==> src/scrm_pkg.sv <==
// ----------------------------------------------------------------------------
// scrm_pkg: shared types and constants for the two-wire register master
// Item and result word layouts, request kind codes, register indexes,
// reset values and queue geometry.
// ----------------------------------------------------------------------------
package scrm_pkg;

	// Request kind codes on the input word
	localparam logic [1:0] KIND_TICK  = 2'd0;
	localparam logic [1:0] KIND_WRITE = 2'd1;
	localparam logic [1:0] KIND_READ  = 2'd2;

	// Configuration register indexes
	localparam int         CFG_IDX_W    = 1;
	localparam logic       CFG_DEV_ADDR = 1'b0;
	localparam logic       CFG_PHASE    = 1'b1;

	// Reset values and fixed bytes
	localparam logic [7:0]  DEV_ADDR_RST = 8'h42;
	localparam logic [15:0] PHASE_RST    = 16'd5;
	localparam logic [7:0]  READ_BIT     = 8'h01;
	localparam logic [7:0]  ABORT_DATA   = 8'hFF;

	// Depth of the queues between the parts (power of two)
	localparam int QDEPTH = 2;
	localparam int QPTR_W = $clog2(QDEPTH);

	// Classified input word
	typedef struct packed {
		logic       start;
		logic       rd;
		logic [7:0] reg_addr;
		logic [7:0] write_data;
		logic       sda_in;
	} item_t;

	// Bus line levels
	typedef struct packed {
		logic scl;
		logic sda;
		logic en;
	} lines_t;

	// Result word
	typedef struct packed {
		logic       scl;
		logic       sda_out;
		logic       sda_enable;
		logic       busy;
		logic       done;
		logic [7:0] read_data;
		logic       ack_error;
	} res_t;

endpackage

==> src/scrm_queue.sv <==
// ----------------------------------------------------------------------------
// scrm_queue: small first-in first-out buffer
// Register-based queue used between the front, the sequencer and the
// result port. Push and pop may happen in the same cycle.
// ----------------------------------------------------------------------------
module scrm_queue #(
	parameter int WIDTH = 8
) (
	input  logic             clk,
	input  logic             arst_n,
	input  logic             push,
	input  logic [WIDTH-1:0] wdata,
	output logic             full,
	input  logic             pop,
	output logic [WIDTH-1:0] rdata,
	output logic             empty
);

	localparam int CNT_W = scrm_pkg::QPTR_W + 1;

	logic [WIDTH-1:0]            mem_q [scrm_pkg::QDEPTH];
	logic [scrm_pkg::QPTR_W-1:0] wr_ptr_q;
	logic [scrm_pkg::QPTR_W-1:0] rd_ptr_q;
	logic [CNT_W-1:0]            cnt_q;
	logic                        do_push;
	logic                        do_pop;

	assign full    = (cnt_q == CNT_W'(scrm_pkg::QDEPTH));
	assign empty   = (cnt_q == '0);
	assign do_push = push && !full;
	assign do_pop  = pop && !empty;
	assign rdata   = mem_q[rd_ptr_q];

	// Store the incoming word
	always_ff @(posedge clk) begin
		if (do_push) begin
			mem_q[wr_ptr_q] <= wdata;
		end
	end

	// Advance pointers and fill count
	always_ff @(posedge clk or negedge arst_n) begin
		if (!arst_n) begin
			wr_ptr_q <= '0;
			rd_ptr_q <= '0;
			cnt_q    <= '0;
		end else begin
			if (do_push) begin
				wr_ptr_q <= wr_ptr_q + 1'b1;
			end
			if (do_pop) begin
				rd_ptr_q <= rd_ptr_q + 1'b1;
			end
			if (do_push && !do_pop) begin
				cnt_q <= cnt_q + 1'b1;
			end else if (do_pop && !do_push) begin
				cnt_q <= cnt_q - 1'b1;
			end
		end
	end

endmodule

==> src/scrm_front.sv <==
// ----------------------------------------------------------------------------
// scrm_front: input side of the register master
// Decodes the request kind of each incoming word and holds classified
// words in a short queue for the sequencer.
// ----------------------------------------------------------------------------
module scrm_front (
	input  logic            clk,
	input  logic            arst_n,
	input  logic            push,
	output logic            full,
	input  logic [1:0]      kind,
	input  logic [7:0]      reg_addr,
	input  logic [7:0]      write_data,
	input  logic            sda_in,
	input  logic            take,
	output scrm_pkg::item_t item,
	output logic            item_empty
);

	scrm_pkg::item_t cls;

	// Classify: kind three counts as a plain tick
	always_comb begin
		cls.start      = (kind == scrm_pkg::KIND_WRITE) || (kind == scrm_pkg::KIND_READ);
		cls.rd         = (kind == scrm_pkg::KIND_READ);
		cls.reg_addr   = reg_addr;
		cls.write_data = write_data;
		cls.sda_in     = sda_in;
	end

	scrm_queue #(
		.WIDTH($bits(scrm_pkg::item_t))
	) u_in_queue (
		.clk   (clk),
		.arst_n(arst_n),
		.push  (push),
		.wdata (cls),
		.full  (full),
		.pop   (take),
		.rdata (item),
		.empty (item_empty)
	);

endmodule

==> src/scrm_seq.sv <==
// ----------------------------------------------------------------------------
// scrm_seq: bus sequencer of the register master
// Walks the start, byte, acknowledge, read and stop phases one tick per
// word taken, and emits one result word per tick. Holds the two
// configuration registers.
// ----------------------------------------------------------------------------
module scrm_seq (
	input  logic                           clk,
	input  logic                           arst_n,
	input  logic                           cfg_wr,
	input  logic [scrm_pkg::CFG_IDX_W-1:0] cfg_index,
	input  logic [15:0]                    cfg_data,
	input  scrm_pkg::item_t                item,
	input  logic                           take,
	output scrm_pkg::res_t                 res
);

	// Sequence steps
	localparam logic [3:0] ST_IDLE     = 4'd0;
	localparam logic [3:0] ST_START_A  = 4'd1;
	localparam logic [3:0] ST_START_B  = 4'd2;
	localparam logic [3:0] ST_START_C  = 4'd3;
	localparam logic [3:0] ST_TX_SETUP = 4'd4;
	localparam logic [3:0] ST_TX_HIGH  = 4'd5;
	localparam logic [3:0] ST_TX_LOW   = 4'd6;
	localparam logic [3:0] ST_ACK_REL  = 4'd7;
	localparam logic [3:0] ST_ACK_HIGH = 4'd8;
	localparam logic [3:0] ST_RX_HIGH  = 4'd9;
	localparam logic [3:0] ST_RX_LOW   = 4'd10;
	localparam logic [3:0] ST_MN_SETUP = 4'd11;
	localparam logic [3:0] ST_MN_HIGH  = 4'd12;
	localparam logic [3:0] ST_STOP_A   = 4'd13;
	localparam logic [3:0] ST_STOP_B   = 4'd14;
	localparam logic [3:0] ST_STOP_C   = 4'd15;

	// Configuration registers
	logic [7:0]       dev_addr_q;
	logic [15:0]      phase_q;

	// Sequencer state
	logic [3:0]       step_q,  n_step;
	logic [15:0]      cnt_q,   n_cnt;
	logic [7:0]       shift_q, n_shift;
	logic [3:0]       bcnt_q,  n_bcnt;
	logic [1:0]       bidx_q,  n_bidx;
	logic             rd_q,    n_rd;
	logic [15:0]      saved_q, n_saved;
	logic             err_q,   n_err;
	logic [7:0]       rres_q,  n_rres;
	scrm_pkg::lines_t lines_q, n_lines;

	logic             ent;
	logic [3:0]       ent_step;
	logic             done;
	logic [15:0]      limit;
	logic [15:0]      cnt_inc;

	// Line levels shown in each phase
	function automatic scrm_pkg::lines_t lines_for(logic [3:0] st, logic bit_v, logic keep);
		scrm_pkg::lines_t l;
		unique case (st)
			ST_START_A:  l = '{scl: 1'b1, sda: 1'b1,  en: 1'b1};
			ST_START_B:  l = '{scl: 1'b1, sda: 1'b0,  en: 1'b1};
			ST_START_C:  l = '{scl: 1'b0, sda: 1'b0,  en: 1'b1};
			ST_TX_SETUP: l = '{scl: 1'b0, sda: bit_v, en: 1'b1};
			ST_TX_HIGH:  l = '{scl: 1'b1, sda: bit_v, en: 1'b1};
			ST_TX_LOW:   l = '{scl: 1'b0, sda: bit_v, en: 1'b1};
			ST_ACK_REL:  l = '{scl: 1'b0, sda: keep,  en: 1'b0};
			ST_ACK_HIGH: l = '{scl: 1'b1, sda: keep,  en: 1'b0};
			ST_RX_HIGH:  l = '{scl: 1'b1, sda: keep,  en: 1'b0};
			ST_RX_LOW:   l = '{scl: 1'b0, sda: keep,  en: 1'b0};
			ST_MN_SETUP: l = '{scl: 1'b0, sda: 1'b1,  en: 1'b1};
			ST_MN_HIGH:  l = '{scl: 1'b1, sda: 1'b1,  en: 1'b1};
			ST_STOP_A:   l = '{scl: 1'b0, sda: 1'b0,  en: 1'b1};
			ST_STOP_B:   l = '{scl: 1'b1, sda: 1'b0,  en: 1'b1};
			ST_STOP_C:   l = '{scl: 1'b1, sda: 1'b1,  en: 1'b1};
			default:     l = '{scl: 1'b1, sda: 1'b1,  en: 1'b1};
		endcase
		return l;
	endfunction

	// Work out the next state for this tick
	always_comb begin
		n_step   = step_q;
		n_cnt    = cnt_q;
		n_shift  = shift_q;
		n_bcnt   = bcnt_q;
		n_bidx   = bidx_q;
		n_rd     = rd_q;
		n_saved  = saved_q;
		n_err    = err_q;
		n_rres   = rres_q;
		n_lines  = lines_q;
		ent      = 1'b0;
		ent_step = ST_IDLE;
		done     = 1'b0;
		limit    = (phase_q == 16'd0) ? 16'd1 : phase_q;
		cnt_inc  = cnt_q + 16'd1;

		if (step_q == ST_IDLE) begin
			// Start a transaction on a request
			if (item.start) begin
				n_rd     = item.rd;
				n_saved  = {(item.rd ? 8'h00 : item.write_data), item.reg_addr};
				n_err    = 1'b0;
				n_bidx   = 2'd0;
				n_bcnt   = 4'd0;
				n_shift  = dev_addr_q;
				ent      = 1'b1;
				ent_step = ST_START_A;
			end
		end else begin
			n_cnt = cnt_inc;
			// End of phase: move to the next one
			if (cnt_inc >= limit) begin
				unique case (step_q)
					ST_START_A: begin
						ent = 1'b1; ent_step = ST_START_B;
					end
					ST_START_B: begin
						ent = 1'b1; ent_step = ST_START_C;
					end
					ST_START_C: begin
						n_bcnt = 4'd0;
						ent = 1'b1; ent_step = ST_TX_SETUP;
					end
					ST_TX_SETUP: begin
						ent = 1'b1; ent_step = ST_TX_HIGH;
					end
					ST_TX_HIGH: begin
						ent = 1'b1; ent_step = ST_TX_LOW;
					end
					ST_TX_LOW: begin
						n_shift  = {shift_q[6:0], 1'b0};
						n_bcnt   = bcnt_q + 4'd1;
						ent      = 1'b1;
						ent_step = (n_bcnt >= 4'd8) ? ST_ACK_REL : ST_TX_SETUP;
					end
					ST_ACK_REL: begin
						ent = 1'b1; ent_step = ST_ACK_HIGH;
					end
					ST_ACK_HIGH: begin
						if (rd_q && item.sda_in) begin
							// NACK in a read: abort with stop
							n_err    = 1'b1;
							n_rres   = scrm_pkg::ABORT_DATA;
							n_bidx   = 2'd3;
							ent      = 1'b1;
							ent_step = ST_STOP_A;
						end else begin
							if (item.sda_in) begin
								n_err = 1'b1;
							end
							ent = 1'b1;
							unique case (bidx_q)
								2'd0: begin
									n_bidx   = 2'd1;
									n_shift  = saved_q[7:0];
									n_bcnt   = 4'd0;
									ent_step = ST_TX_SETUP;
								end
								2'd1: begin
									n_bidx = 2'd2;
									if (rd_q) begin
										ent_step = ST_STOP_A;
									end else begin
										n_shift  = saved_q[15:8];
										n_bcnt   = 4'd0;
										ent_step = ST_TX_SETUP;
									end
								end
								default: begin
									if (rd_q) begin
										n_shift  = 8'h00;
										n_bcnt   = 4'd0;
										ent_step = ST_RX_HIGH;
									end else begin
										n_bidx   = 2'd3;
										ent_step = ST_STOP_A;
									end
								end
							endcase
						end
					end
					ST_RX_HIGH: begin
						n_shift = {shift_q[6:0], item.sda_in};
						ent = 1'b1; ent_step = ST_RX_LOW;
					end
					ST_RX_LOW: begin
						n_bcnt = bcnt_q + 4'd1;
						ent    = 1'b1;
						if (n_bcnt >= 4'd8) begin
							n_rres   = shift_q;
							n_bidx   = 2'd3;
							ent_step = ST_MN_SETUP;
						end else begin
							ent_step = ST_RX_HIGH;
						end
					end
					ST_MN_SETUP: begin
						ent = 1'b1; ent_step = ST_MN_HIGH;
					end
					ST_MN_HIGH: begin
						ent = 1'b1; ent_step = ST_STOP_A;
					end
					ST_STOP_A: begin
						ent = 1'b1; ent_step = ST_STOP_B;
					end
					ST_STOP_B: begin
						ent = 1'b1; ent_step = ST_STOP_C;
					end
					ST_STOP_C: begin
						if (bidx_q == 2'd2) begin
							// Restart with the read address
							n_shift  = dev_addr_q | scrm_pkg::READ_BIT;
							ent      = 1'b1;
							ent_step = ST_START_A;
						end else begin
							n_step = ST_IDLE;
							n_cnt  = 16'd0;
							done   = 1'b1;
						end
					end
					default: begin
						n_step = ST_IDLE;
					end
				endcase
			end
		end

		// Enter the new phase
		if (ent) begin
			n_step  = ent_step;
			n_cnt   = 16'd0;
			n_lines = lines_for(ent_step, n_shift[7], lines_q.sda);
		end
	end

	// Build the result word from the updated state
	always_comb begin
		res.scl        = n_lines.scl;
		res.sda_out    = n_lines.sda;
		res.sda_enable = n_lines.en;
		res.busy       = (n_step != ST_IDLE);
		res.done       = done;
		res.read_data  = n_rres;
		res.ack_error  = n_err;
	end

	// Hold configuration
	always_ff @(posedge clk or negedge arst_n) begin
		if (!arst_n) begin
			dev_addr_q <= scrm_pkg::DEV_ADDR_RST;
			phase_q    <= scrm_pkg::PHASE_RST;
		end else if (cfg_wr) begin
			unique case (cfg_index)
				scrm_pkg::CFG_DEV_ADDR: dev_addr_q <= cfg_data[7:0];
				scrm_pkg::CFG_PHASE:    phase_q    <= cfg_data;
				default:                phase_q    <= phase_q;
			endcase
		end
	end

	// Advance the sequencer on each word taken
	always_ff @(posedge clk or negedge arst_n) begin
		if (!arst_n) begin
			step_q  <= ST_IDLE;
			cnt_q   <= '0;
			shift_q <= '0;
			bcnt_q  <= '0;
			bidx_q  <= '0;
			rd_q    <= 1'b0;
			saved_q <= '0;
			err_q   <= 1'b0;
			rres_q  <= scrm_pkg::ABORT_DATA;
			lines_q <= '{scl: 1'b1, sda: 1'b1, en: 1'b1};
		end else if (take) begin
			step_q  <= n_step;
			cnt_q   <= n_cnt;
			shift_q <= n_shift;
			bcnt_q  <= n_bcnt;
			bidx_q  <= n_bidx;
			rd_q    <= n_rd;
			saved_q <= n_saved;
			err_q   <= n_err;
			rres_q  <= n_rres;
			lines_q <= n_lines;
		end
	end

endmodule

==> src/sccb_register_master_top.sv <==
// ----------------------------------------------------------------------------
// sccb_register_master_top: two-wire register-access master
// Channel  | Handshake              | Word
// ---------+------------------------+----------------------------------------
// input    | push / full            | kind, reg_addr, write_data, sda_in
// result   | pop / empty            | scl, sda_out, sda_enable, busy_res,
//          |                        | done_res, read_data, ack_error
// config   | cfg_valid / cfg_ready  | cfg_index, cfg_data
//
// One tick word per clock sustained while the result queue has room; the
// sequencer advances one bus tick per cycle while it takes words, and each
// word gives one result word. The sequencer takes a word only when one
// waits and the result queue has room; full rises when two tick words wait
// for the sequencer. Reset is asynchronous: idle bus with SCL and SDA
// driven high, device address 0x42, five ticks per phase. No clearing pass.
// ----------------------------------------------------------------------------
module sccb_register_master_top (
	input  logic                           clk,
	input  logic                           arst_n,
	// input words
	input  logic                           push,
	output logic                           full,
	input  logic [1:0]                     kind,
	input  logic [7:0]                     reg_addr,
	input  logic [7:0]                     write_data,
	input  logic                           sda_in,
	// result words
	output logic                           empty,
	input  logic                           pop,
	output logic                           scl,
	output logic                           sda_out,
	output logic                           sda_enable,
	output logic                           busy_res,
	output logic                           done_res,
	output logic [7:0]                     read_data,
	output logic                           ack_error,
	// configuration
	input  logic                           cfg_valid,
	output logic                           cfg_ready,
	input  logic [scrm_pkg::CFG_IDX_W-1:0] cfg_index,
	input  logic [15:0]                    cfg_data
);

	scrm_pkg::item_t item;
	scrm_pkg::res_t  res;
	scrm_pkg::res_t  res_head;
	logic            item_empty;
	logic            res_full;
	logic            take;

	assign cfg_ready = 1'b1;

	// Take a tick word when one waits and the result queue has room
	assign take = !item_empty && !res_full;

	scrm_front u_front (
		.clk       (clk),
		.arst_n    (arst_n),
		.push      (push),
		.full      (full),
		.kind      (kind),
		.reg_addr  (reg_addr),
		.write_data(write_data),
		.sda_in    (sda_in),
		.take      (take),
		.item      (item),
		.item_empty(item_empty)
	);

	scrm_seq u_seq (
		.clk      (clk),
		.arst_n   (arst_n),
		.cfg_wr   (cfg_valid && cfg_ready),
		.cfg_index(cfg_index),
		.cfg_data (cfg_data),
		.item     (item),
		.take     (take),
		.res      (res)
	);

	scrm_queue #(
		.WIDTH($bits(scrm_pkg::res_t))
	) u_out_queue (
		.clk   (clk),
		.arst_n(arst_n),
		.push  (take),
		.wdata (res),
		.full  (res_full),
		.pop   (pop),
		.rdata (res_head),
		.empty (empty)
	);

	// Drive result ports from the queue head
	assign scl        = res_head.scl;
	assign sda_out    = res_head.sda_out;
	assign sda_enable = res_head.sda_enable;
	assign busy_res   = res_head.busy;
	assign done_res   = res_head.done;
	assign read_data  = res_head.read_data;
	assign ack_error  = res_head.ack_error;

`ifndef NO_ASSERTIONS
	// A completing tick is never shown as busy
	a_done_not_busy: assert property (@(posedge clk) disable iff (!arst_n)
		(!empty && done_res) |-> !busy_res)
		else $error("done shown while busy");

	// An idle bus leaves both lines driven high
	a_idle_lines: assert property (@(posedge clk) disable iff (!arst_n)
		(!empty && !busy_res) |-> (scl && sda_out && sda_enable))
		else $error("idle bus lines not high");

	// The sequencer never writes into a full result queue
	a_no_overrun: assert property (@(posedge clk) disable iff (!arst_n)
		take |-> (!res_full && !item_empty))
		else $error("sequencer step without room");
`endif

endmodule

==> config.mk <==
export PLATFORM = sky130hd
export DESIGN_NAME = sccb_register_master_top
export DESIGN_NICKNAME = d
export VERILOG_FILES = /design/src/scrm_pkg.sv /design/src/scrm_queue.sv /design/src/scrm_front.sv /design/src/scrm_seq.sv /design/src/sccb_register_master_top.sv
export SDC_FILE = /design/constraint.sdc
export NUM_CORES = 1
export LEC_CHECK = 0
export BUFFER_PORTS_ARGS = -buffer_cell sky130_fd_sc_hd__buf_2
export CAP_MARGIN = 5
export CELL_PAD_IN_SITES_DETAIL_PLACEMENT = 1
export CELL_PAD_IN_SITES_GLOBAL_PLACEMENT = 1
export CORE_AREA = 10 10 145 147
export DETAILED_ROUTE_END_ITERATION = 16
export DIE_AREA = 0 0 155 157
export PLACE_DENSITY = 0.87
export SYNTH_ARGS = -nofsm -noshare
export SYNTH_HDL_FRONTEND = slang
export SYNTH_SLANG_ARGS = --single-unit
==> constraint.sdc <==
create_clock -name clk -period 3.7 [get_ports clk]
set_input_delay 0.185 -clock clk [delete_from_list [all_inputs] [get_ports clk]]
set_output_delay 0.185 -clock clk [all_outputs]
set_load 0.02 [all_outputs]
; ---- Word level (Yosys, flattened, before mapping)
; Memory sizes are Yosys's and may differ from the RTL's.
; Index checks and enable logic that the tools add are counted.
[op_classes]
n_addsub = 10
bitwise = 1
reduce_logical = 45
n_lt_le_gt_ge = 2
n_eq_ne = 41
n_mux = 78
[op_table]
columns = op, n
row1 = $mux 16, 6
row2 = $mux 8, 12
row3 = $pmux 4 s15, 1
row4 = $eq 4x4->1 const B, 14
row5 = $mux 4, 14
row6 = $eq 4x3->1 const B, 8
row7 = $pmux 8 s2, 2
row8 = $pmux 8 s4, 1
row9 = $mux 2, 12
row10 = $pmux 4 s2, 3
row11 = $pmux 3 s7, 1
row12 = $mux 1, 20
row13 = $add 16x1->16 const B, 1
row14 = $eq 4x2->1 const B, 4
row15 = $ge 16x16->1, 1
row16 = $logic_not 16->1, 1
row17 = $reduce_or 14->1, 1
row18 = $pmux 4 s3, 1
row19 = $reduce_or 2->1, 6
row20 = $logic_and 1x1->1, 10
row21 = $eq 2x2->1 const B, 4
row22 = $logic_not 1->1, 8
row23 = $pmux 2 s2, 2
row24 = $reduce_and 8->1, 1
row25 = other kinds (28), 43
[totals]
memories = 2
elab_cells = 200
regBits = 95
mem_bits_rw = 66
input_bits = 41
[mem_list]
columns = name, words, width, rd, rd_clocked_by_memory_dff, write_ports, line
row1 = u_front.u_in_queue.mem_q, 2, 19, 1, 0, 1, scrm_queue.sv:21  ; logic [WIDTH-1:0] mem_q [scrm_pkg::QDEPTH];
row2 = u_out_queue.mem_q, 2, 14, 1, 0, 1, scrm_queue.sv:21

; ---- Logic depth before layout (Yosys ltp)
; Gate-level depths: netlist of the first run.
[depth]
depth_word = 10
depth_mapped = 16
mapped_depth_nobuf = 14

; ---- Cells and area by module
; Synthesis of the first run repeated with hierarchy kept, for this count alone.
[hier_totals]
cells_unflattened = 683
hier_area_um2 = 7980.2
[by_module_without_submodules]
columns = module, seq_area_each_um2, cells_each, area_each_um2, n_inst
row1 = scrm_seq, 2195.9, 536, 5118.7, 1
row2 = scrm_queue at u_front.u_in_queue, 1241.2, 78, 1566.5, 1
row3 = scrm_queue at u_out_queue, 940.9, 63, 1260.0, 1
row4 = scrm_front, 0.0, 3, 20.0, 1
row5 = sccb_register_master_top, 0.0, 3, 15.0, 1

; ---- Worst setup path after synthesis of the first run
; OpenSTA, ideal clock, no wires.
[synth_path]
path_type = register to register
start = register u_seq.cnt_q[2]
end = memory u_out_queue.mem_q[0][12] (netlist bit), data pin
required_time_ns = 3.440
t_arrival_ns = 3.443
path_stages_with_launch = 15
setup_slack_ns = -0.003
cell_sequence = dfrtp_1 > and3_1 > and3_1 > nand3_1 > nor3_1 > nand3_1 > xnor2_1 > ha_1 > nand4_1 > nor4_1 > a311o_1 > nor2_1 > a221oi_1 > nand2_1 > a22o_1
[synth_lines]
columns = item, line
row1 = start: declaration, scrm_seq.sv:42  ; logic [15:0] cnt_q, n_cnt;
row2 = start signal: assignment, scrm_seq.sv:279  ; cnt_q <= n_cnt;
row3 = end: declaration, scrm_queue.sv:21

==> results.ini, run 1 <==
[status]
run_status=finished, violations left
violations=setup timing

[routing]
drc=0
wl_mm=23.4
drtAntennaViolNets=0
vias_per_cell=5.94
drt_iter0_drc=506
first_pass_iters=5
vias=6043
wire_per_inst_um=23.0

[worst_setup_path]
required_ns=3.89
cp_cell_sequence=and3_4 -> and3_1 -> nand3_1 -> buf_4 -> nor3_4 -> xor2_1 -> ha_1 -> nand4_1 -> nor4_2 -> a311o_1 -> or2_4 -> o211ai_1 -> nand2_1 -> a22o_1
path_max_fanout=13
crit_buf_inv=1
crit_arrival_ns=3.91
crit_slowest_cell=dfrtp_1
slowest_delay_ns=0.39
crit_path_end_kind=register
worstSetupStartpointType=register
critPathTopFamily=simple AND/OR/NAND/NOR gates
worstSetupPathType=reg -> reg

[placed_design]
port_buffers=56
post-place-ws_ns=-0.0215
dpl.hpwl_mm=14.2
routabilityCongestion=0.866

[global_route]
antenna_found_initial=0
grt_max_degree=66
overflow=0
grt_use_total_pct=18.3
grt_pass1_wl_mm=35.4
grt_pass1_vias=6527

[clocking]
cts_buffers=17
cts_tree=done
clk_latency_ns=0.44
cts_num_sinks=161
cts_root_buffer=clkbuf_16
clkTransAtPathRegs_ns=0.07
htreeDepth=4
clockBufferDepth=2

[timing]
setup_tns_ns=-0.0485
hold_slack_ns=0.0147
skew_ns=0.0299
relSlewSlack_pct=13.0
timing.fmax_ghz=0.268
setup_ws_ns=-0.0246
setup_viol=2
min_period_ns=3.72
hold_violations=0
slew_viol_final=0
period_share_pct=101
tightest_slew_ns=1.30

[run]
max_cap_violations=0

[power_and_ir_drop]
p_sw_mw=2.64
power_frac_comb_pct=33.8
p_per_area_nw_per_um2=736
leakagePower_nw=4.03
ir_worst_vdd_v=0.000392
swShare_pct=37.2
seqPwrFrac_pct=39.5
p_int_mw=4.45
clkPwrFrac_pct=26.7

[yosys]
synth_fa_ha_area_share_pct=3.35
ys_seq_area_share_pct=55.7
yosys.area_share.simple_pct=10.6
ys_async_sr_fraction_pct=59.0
postSynthCellCount=664
synth_compound_area_share_pct=13.9
synthMuxAreaShare_pct=9.85
ys.flop_type=dfrtp_1
synth_seq_cells=161
synth_xor_xnor_area_share_pct=3.12
yosys.area.top_type=dfrtp_1
synth-edff-count=66
synth_top_family_by_area=compound AO/OA/AOI/OAI gates
yosysUniqueCellTypes=70
avgSynthCellArea_um2=11.8
yosysWarnings=0
synthTopCellsByArea=dfrtp_1 (25%), edfxtp_1 (25%), mux2_2 (6.9%)
syn-num-nets=726
synth_top_area_share_pct=25.5
netlist_area_um2=7850

[finish]
layout.nets=833
syn_to_final_growth_pct=22.7
antenna_cells=0
drive_above_1_share_pct=28.7
final_common_cell=dfrtp_1
mostFrequentLayoutCells=dfrtp_1 (80), edfxtp_1 (66), nand2_1 (55), buf_2 (55), mux2_2 (48)

[worst_hold_path]
min_path_type=in -> reg

[floorplanning]
fp.dieH_um=157
chipWidth_um=155
core.rowCount=50
coreArea_um2=18300
initial_core_util_pct=42.8
io_pins=58
die_area_um2=24300

-- synth_stat cells, drive strengths merged (5+ instances only) --
master and instances:
clkbuf 11, nor2 29, nand2b 8, dfrtp 80, ha 21, buf 18, nor3 10, mux2 48
o211ai 5, xor2 11, nand2 57, dfstp 15, inv 31, a22oi 14, a32o 14, o2bb2ai 7
nor2b 15, nor4 6, a21oi 26, and2 5, o21ai 49, xnor2 17, and3 6, nand3 17
a22o 5, edfxtp 66, mux2i 22
-- routing by layer --
| layer | GRT usage [%] | wire length, um | up-vias |
|---|---|---|---|
| met5 | 0 | 0 | - |
| met1 | 19.8 | 9040 | 3054 |
| met2 | 33.1 | 12400 | 235 |
| met4 | 9.94 | 905 | 0 |
| li1 | - | - | 2678 |
| met3 | 3.44 | 1010 | 76 |
-- logic make-up after synthesis --
group,count (synthesis)
XOR/XNOR,28
AO/OA/AOI/OAI,156
flip-flops,161
other,1
AND/OR/NAND/NOR,167
adder cells (fa/ha/maj),21
buffers and inverters,60
multiplexers,70
-- metrics by stage --
stage               area [um^2]  utilization, %  cells  total power [mW]
global placement           8440            46.0    945              4.90
detailed placement         8440            46.0    945              5.04
global route               9640            52.6   1018              7.45
CTS                        9440            51.5   1006              7.02
finish                     9640            52.6   1018              7.09
floorplan                  7860               -    664              4.26
-- area by class of cell --
type / instances / area (um^2)
clock inverters: 13 / 164
clock buffers: 19 / 475
fillers: 1883 / 8690
well taps: 234 / 293
multi-input cells: 443 / 3390
inverters: 31 / 116
flip-flops and latches: 161 / 4380
repair buffers: 117 / 825
-- worst reg2reg max path, delay by kind of cell, from the launching register on --
kind	cells	cell delay, ns
fa+ha+maj	1	0.31
compound gates	3	0.85
buf+inv	1	0.19
simple gates	8	1.52
flops	1	0.39
xor+xnor	1	0.24
-- worst paths after layout --
check,endpoint,from,slack [ns],depth (start not counted)
min in group asynchronous,u_seq.dev_addr_q[4],arst_n,0.39,2
min reg2reg,u_seq.saved_q[1],u_seq.saved_q[1],0.47,2
max reg2reg,u_out_queue.mem_q[1][12],u_seq.cnt_q[4],-0.02,14
min,u_seq.phase_q[1],cfg_data[1],0.01,2
max,u_out_queue.mem_q[1][12],u_seq.cnt_q[4],-0.02,14
max in group asynchronous,u_seq.cnt_q[0],arst_n,2.36,3
-- sequential cells by signal, summed over array words and instances, names as in the netlist, 2 cells and up --
name                      cells
u_seq.bidx_q                  2
u_seq.cnt_q                  16
u_front.u_in_queue.cnt_q      2
u_out_queue.cnt_q             2
u_seq.bcnt_q                  4
u_seq.lines_q                 3
u_seq.phase_q                16
u_seq.shift_q                 8
u_out_queue.mem_q            28
u_front.u_in_queue.mem_q     38
u_seq.dev_addr_q              8
u_seq.rres_q                  8
u_seq.saved_q                16
u_seq.step_q                  4
-- power groups by stage --
stage / Sequential [mW] / Combinational (mW) / Clock (mW)
after floorplan: 2.63 / 1.62 / 0
after global placement: 2.77 / 2.13 / 0
after detailed placement: 2.81 / 2.23 / 0
after CTS: 2.79 / 2.32 / 1.91
after global routing: 2.85 / 2.61 / 2.00
final: 2.81 / 2.39 / 1.89
-- timing repair --
| action | in CTS | in global routing |
|---|---|---|
| setup endpoints to repair | 34 | 54 |
| pin swaps | 4 | 20 |
| gates resized for setup | 14 | 20 |
| setup buffers | 2 | 11 |
| hold buffers | 27 | 0 |
| endpoints found under the hold margin | 93 | 0 |
Note: power is estimated with default switching activity, not from simulation.
==> run 2, diff against run 1 <==
CTS_CLUSTER_DIAMETER = 100   (was not set)
REMOVE_ABC_BUFFERS = 1   (was not set)
SLEW_MARGIN = 20   (was not set)
==> run 2 against run 1 <==
Net effect: the flow still finishes with violations (setup timing); register-to-register slack lost 0.16 ns; critical path type unchanged; worst hold slack gained 0.0042 ns; global-route usage grew 0.75 points.
==> results.ini, run 2 (synthesis results as in run 1) <==
[routing]
wl_met3_mm=1.46  ; was 1.01 mm
highest-signal-layer=met4  ; unchanged
wire_per_inst_um=25.4  ; was 23.0 um
drtAntennaViolNets=0  ; unchanged
wl_met2_mm=13.8  ; was 12.4 mm
wl_mm=26.1  ; was 23.4 mm
vias_per_cell=6.09  ; was 5.94
drt_iter0_drc=556  ; was 506
wl_met1_mm=9.48  ; was 9.04 mm
drc=0  ; unchanged
vias=6260  ; was 6,043
first_pass_iters=5  ; unchanged

[clocking]
cts_buffers=17  ; unchanged
cts_tree=done  ; unchanged
htreeDepth=4  ; unchanged
cts_num_sinks=161  ; unchanged
cts_root_buffer=clkbuf_16  ; unchanged
clockBufferDepth=2  ; unchanged
clk_latency_ns=0.44  ; about the same
clkTransAtPathRegs_ns=0.07  ; about the same

[finish]
final-seq-area_um2=4380  ; about the same
multi_input_area_um2=3460  ; was 3390 um^2
layout.nets=841  ; was 833
top_regs=u_front.u_in_queue.mem_q x38, u_out_queue.mem_q x28  ; unchanged
fillers=1863  ; was 1,883
largest_register=u_front.u_in_queue.mem_q  ; unchanged
fin_cells=1028  ; was 1,018
final_common_cell=dfrtp_1  ; unchanged
drive_above_1_share_pct=30.9  ; was 28.7%
largest_register_ffs=38  ; unchanged
syn_to_final_growth_pct=23.5  ; was 22.7%
mostFrequentLayoutCells=dfrtp_1 (79), edfxtp_1 (66), buf_2 (55), nand2_1 (54), mux2_2 (48)  ; was dfrtp_1 (80), edfxtp_1 (66), nand2_1 (55), buf_2 (55), mux2_2 (48)

[floorplanning]
coreArea_um2=18300  ; unchanged
core.rowCount=50  ; unchanged
die_area_um2=24300  ; unchanged
fp.dieH_um=157  ; unchanged
io_pins=58  ; unchanged
initial_core_util_pct=42.8  ; unchanged
chipWidth_um=155  ; unchanged

[worst_setup_path]
path_max_fanout=8  ; was 13
rrSetupSlack_ns=-0.19  ; was -0.02 ns
worstSetupStartpointType=register  ; unchanged
crit_path_end_kind=register  ; unchanged
crit_arrival_ns=4.22  ; was 3.91 ns
required_ns=4.04  ; was 3.89 ns
worstSetupPathType=reg -> reg  ; unchanged

[timing]
setup_ws_ns=-0.186  ; was -0.0246 ns
slew_viol_final=0  ; unchanged
setup_tns_ns=-3.57  ; was -0.0485 ns
relSlewSlack_pct=23.1  ; was 13.0%
hold_slack_ns=0.0189  ; was 0.0147 ns
rsz0062_at_grt=yes
tightest_slew_ns=1.14  ; was 1.30 ns
timing.fmax_ghz=0.257  ; was 0.268 GHz
setup_viol=43  ; was 2
skew_ns=0.0103  ; was 0.0299 ns
hold_violations=0  ; unchanged
period_share_pct=105  ; was 101%
min_period_ns=3.89  ; was 3.72 ns

[global_route]
grt_pass1_wl_mm=36.7  ; was 35.4 mm
grt_pass1_vias=6608  ; was 6,527
antenna_found_initial=2  ; was 0
grt_max_degree=83  ; was 66
overflow=0  ; unchanged
grt_use_total_pct=19.1  ; was 18.3%

[placed_design]
post-place-ws_ns=-0.107  ; was -0.0215 ns
dp_cells=947  ; was 945
port_buffers=56  ; unchanged
routabilityCongestion=0.896  ; was 0.866
dpl.hpwl_mm=14.0  ; was 14.2 mm

[worst_hold_path]
min_path_type=in -> reg  ; unchanged

[power_and_ir_drop]
finalPower_mw=7.11  ; was 7.09 mW
clkPwrFrac_pct=24.4  ; was 26.7%
swShare_pct=39.0  ; was 37.2%
power_frac_comb_pct=35.8  ; was 33.8%
ir_worst_vdd_v=0.000445  ; was 0.000392 V
p_per_area_nw_per_um2=733  ; was 736 nW/um^2
leakagePower_nw=4.04  ; was 4.03 nW
p_sw_mw=2.77  ; was 2.64 mW
p_int_mw=4.34  ; was 4.45 mW
seqPwrFrac_pct=39.8  ; was 39.5%

[status]
violations=setup timing  ; unchanged
run_status=finished, violations left  ; unchanged

[run]
max_cap_violations=0  ; unchanged

-- run 2: cell count changes in the layout (fill, tap and decap cells not counted), moves of 3 or more --
cell | previous run | this run
buf_6 | 1 | 4
nor2_2 | 0 | 4
buf_4 | 33 | 37
nor2_1 | 28 | 23
inv_6 | 3 | 8
-- run 2: what timing repair did --
action                     in CTS  in global routing
cloned                          1                  1
hold buffers                   28                  0
hold endpoints to repair       97                  0
setup buffers                   5                 12
resized for setup              11                 40
pin swaps                       8                 22
setup endpoints to repair      51                 72
-- run 2: worst paths after layout --
check	startpoint	endpoint	cells after the start
hold reg to reg	u_seq.saved_q[13]	u_seq.saved_q[13]	2
setup / recovery	u_seq.cnt_q[1]	u_seq.shift_q[6]	16
hold / removal	cfg_data[2]	u_seq.phase_q[2]	2
min in group asynchronous	arst_n	u_seq.phase_q[14]	2
setup reg to reg	u_seq.cnt_q[1]	u_seq.shift_q[6]	16
max in group asynchronous	arst_n	u_seq.rres_q[3]	3
-- run 2: worst max-delay path, stage by stage, from the launching register on --
cell,delay [ns]
dfrtp_1,0.46
ha_4,0.22
nand3_4,0.10
or3_4,0.44
nor3_4,0.18
xor2_2,0.24
ha_4,0.24
nand4_1,0.21
buf_6,0.16
nor4_4,0.04
a311o_2,0.44
o22a_1,0.28
buf_4,0.21
o211ai_4,0.21
buf_6,0.16
nand2_1,0.07
o21ai_0,0.11
-- run 2: power groups by stage --
stage / registers (mW) / clock network [mW] / logic, mW
after floorplan: 2.72 / 0 / 1.46
after global placement: 2.76 / 0 / 2.13
after detailed placement: 2.81 / 0 / 2.22
after CTS: 2.79 / 1.73 / 2.32
after global routing: 2.87 / 1.83 / 2.74
final: 2.83 / 1.73 / 2.54
-- run 2: final cells by class --
type / instances / area share [%]
Timing Repair Buffer: 124 / 9.05
Tap cell: 234 / 3.02
Antenna cell: 2 / 0.0516
Clock buffer: 19 / 4.67
Clock inverter: 13 / 1.15
Multi-Input combinational cell: 444 / 35.7
Inverter: 31 / 1.20
Sequential cell: 161 / 45.1
-- run 2: through the flow --
| step | util (%) | instance area (um^2) |
|---|---|---|
| 6_report | 52.9 | 9700 |
| 3_3_place_gp | 46.1 | 8450 |
| 4_1_cts | 51.2 | 9390 |
| 3_5_place_dp | 46.1 | 8450 |
| 5_1_grt | 52.9 | 9700 |
| 2_1_floorplan | - | 7700 |
-- run 2: per-layer routing --
layer | GRT usage [%] | vias up
li1 | - | 2676
met1 | 20.3 | 3153
met5 | 0 | -
met3 | 3.74 | 105
met2 | 34.6 | 326
met4 | 10.6 | 0
==> run 3, diff against run 2 <==
CORE_AREA = 2 2 137 139   (was 10 10 145 147)
DIE_AREA = 0 0 139 141   (was 0 0 155 157)
==> run 3 against run 2 <==
Net effect: the run ends with hold timing, setup timing left; wire length is 3.2% lower; maximum frequency is 0.36% lower; first-iteration DRC count is 18% higher; sequential share of layout area is 0.51 points lower; setup slack worse by 0.014 ns; global-route usage is 4.3 points higher; design area is 1.1% higher; worst hold slack worse by 0.036 ns; sequential power hardly changed; non-clock buffer count is 7 higher; highest routed layer unchanged; critical path depth stayed put; clock skew is 0.0036 ns higher.
==> results.ini, run 3 (synthesis results as in run 1) <==
[finish]
layout.nets=848  ; was 841
final_common_cell=dfrtp_1  ; unchanged
largest_register=u_front.u_in_queue.mem_q  ; unchanged
mostFrequentLayoutCells=dfrtp_1 (80), edfxtp_1 (66), buf_2 (55), nand2_1 (48), mux2_2 (47)  ; was dfrtp_1 (79), edfxtp_1 (66), buf_2 (55), nand2_1 (54), mux2_2 (48)
antenna_cells=0  ; was 2
syn_to_final_growth_pct=24.9  ; was 23.5%
top_regs=u_front.u_in_queue.mem_q x38, u_out_queue.mem_q x28  ; unchanged
largest_register_ffs=38  ; unchanged
drive_above_1_share_pct=32.0  ; was 30.9%

[clocking]
cts_root_buffer=clkbuf_16  ; unchanged
cts_buffers=17  ; unchanged
clkTransAtPathRegs_ns=0.07  ; about the same
htreeDepth=4  ; unchanged
cts_tree=done  ; unchanged
clockBufferDepth=2  ; unchanged
cts_num_sinks=161  ; unchanged
clk_latency_ns=0.44  ; about the same

[power_and_ir_drop]
swShare_pct=38.4  ; was 39.0%
p_per_area_nw_per_um2=727  ; was 733 nW/um^2
p_int_mw=4.39  ; was 4.34 mW
ir_worst_vdd_v=0.000415  ; was 0.000445 V
clkPwrFrac_pct=24.0  ; was 24.4%
p_sw_mw=2.74  ; was 2.77 mW
leakagePower_nw=4.05  ; was 4.04 nW
power_frac_comb_pct=36.3  ; was 35.8%
seqPwrFrac_pct=39.6  ; was 39.8%

[worst_setup_path]
worstSetupPathType=reg -> reg  ; unchanged
required_ns=4.08  ; was 4.04 ns
crit_arrival_ns=4.28  ; was 4.22 ns
path_max_fanout=8  ; unchanged
worstSetupStartpointType=register  ; unchanged
crit_path_end_kind=register  ; unchanged

[worst_hold_path]
min_path_type=in -> reg  ; unchanged

[timing]
slew_viol_final=0  ; unchanged
relSlewSlack_pct=42.0  ; was 23.1%
setup_ws_ns=-0.200  ; was -0.186 ns
rsz0062_at_grt=yes  ; unchanged
tightest_slew_ns=0.867  ; was 1.14 ns
hold_violations=1  ; was 0
skew_ns=0.0138  ; was 0.0103 ns
period_share_pct=105  ; about the same
timing.fmax_ghz=0.256  ; was 0.257 GHz
setup_viol=49  ; was 43
min_period_ns=3.90  ; was 3.89 ns
hold_slack_ns=-0.0166  ; was 0.0189 ns

[floorplanning]
fp.dieH_um=141  ; was 157 um
core.rowCount=50  ; unchanged
chipWidth_um=139  ; was 155 um
initial_core_util_pct=43.0  ; was 42.8%
die_area_um2=19600  ; was 24,300 um^2
io_pins=58  ; unchanged
coreArea_um2=18300  ; about the same

[global_route]
antenna_found_initial=0  ; was 2
grt_max_degree=37  ; was 83
grt_use_total_pct=23.4  ; was 19.1%
grt_pass1_vias=6658  ; was 6,608
overflow=0  ; unchanged
grt_pass1_wl_mm=36.0  ; was 36.7 mm

[routing]
wl_mm=25.3  ; was 26.1 mm
vias=6295  ; was 6,260
vias_per_cell=6.09  ; about the same
drtAntennaViolNets=0  ; unchanged
drt_iter0_drc=655  ; was 556
first_pass_iters=6  ; was 5
wire_per_inst_um=24.5  ; was 25.4 um
drc=0  ; unchanged

[placed_design]
port_buffers=56  ; unchanged
post-place-ws_ns=-0.0600  ; was -0.107 ns
dpl.hpwl_mm=13.7  ; was 14.0 mm
routabilityCongestion=0.859  ; was 0.896

[run]
max_cap_violations=0  ; unchanged

[status]
run_status=finished, violations left  ; unchanged
violations=hold timing, setup timing  ; was setup timing

run 3: routing by layer:
layer  vias to the layer above  part of all wire (%)  track usage [%]
met1                      3225                    37             26.3
li1                       2693                     -                -
met5                         -                     0                0
met4                         0                   4.5             11.0
met3                        94                   5.4             4.38
met2                       283                    53             42.9
run 3: timing repair:
action                     CTS  global route
pin swaps                   11            20
setup buffers                7            20
hold endpoints to repair    68             0
gates resized for setup      7            70
gates cloned                 0             2
setup endpoints to repair   51            58
hold buffers                25             0
run 3: worst max-delay path, stage by stage, from the launching register on:
cell,delay (ns)
dfrtp_1,0.40
and3_4,0.24
and3_4,0.20
nand3_2,0.10
nor3_2,0.28
nand3_1,0.21
xnor2_1,0.28
ha_1,0.30
nand4_1,0.19
buf_4,0.16
nor3_2,0.03
a311o_2,0.38
or2_4,0.32
buf_4,0.16
nand2_4,0.13
o2bb2ai_1,0.21
mux2_2,0.23
run 3: worst paths after layout:
| path | from | to | slack [ns] | cells after the start |
|---|---|---|---|---|
| max | u_seq.cnt_q[3] | u_seq.rres_q[2] | -0.20 | 16 |
| max in group asynchronous | arst_n | u_seq.lines_q[0] | 2.58 | 3 |
| min | cfg_data[15] | u_seq.phase_q[15] | -0.02 | 2 |
| min in group asynchronous | arst_n | u_seq.cnt_q[3] | 0.23 | 2 |
| max reg2reg | u_seq.cnt_q[3] | u_seq.rres_q[2] | -0.20 | 16 |
| min reg2reg | u_seq.saved_q[3] | u_seq.saved_q[3] | 0.47 | 2 |
run 3: metrics by stage:
stage	cells	power (mW)	utilization (%)	setup TNS (ns)	cell area [um^2]
floorplan	635	4.19	-	-3.49	7700
global route	1033	7.45	53.7	-9.39	9810
global placement	948	4.90	46.3	0	8450
detailed placement	948	5.02	46.3	-0.198	8450
finish	1033	7.13	53.7	-4.08	9810
CTS	1012	6.78	51.2	0	9350
run 3: layout make-up:
class / count / area (um^2)
Clock buffer: 20 / 447
Timing Repair Buffer: 131 / 980
Inverter: 31 / 116
Fill cell: 1896 / 8460
Clock inverter: 12 / 109
Sequential cell: 161 / 4380
Multi-Input combinational cell: 444 / 3490
Tap cell: 234 / 293
run 3: power groups by stage:
stage | registers, mW | logic [mW] | clock network [mW]
6_report | 2.83 | 2.59 | 1.71
5_1_grt | 2.87 | 2.78 | 1.80
4_1_cts | 2.78 | 2.31 | 1.69
3_5_place_dp | 2.80 | 2.22 | 0
3_3_place_gp | 2.76 | 2.14 | 0
2_1_floorplan | 2.72 | 1.46 | 0
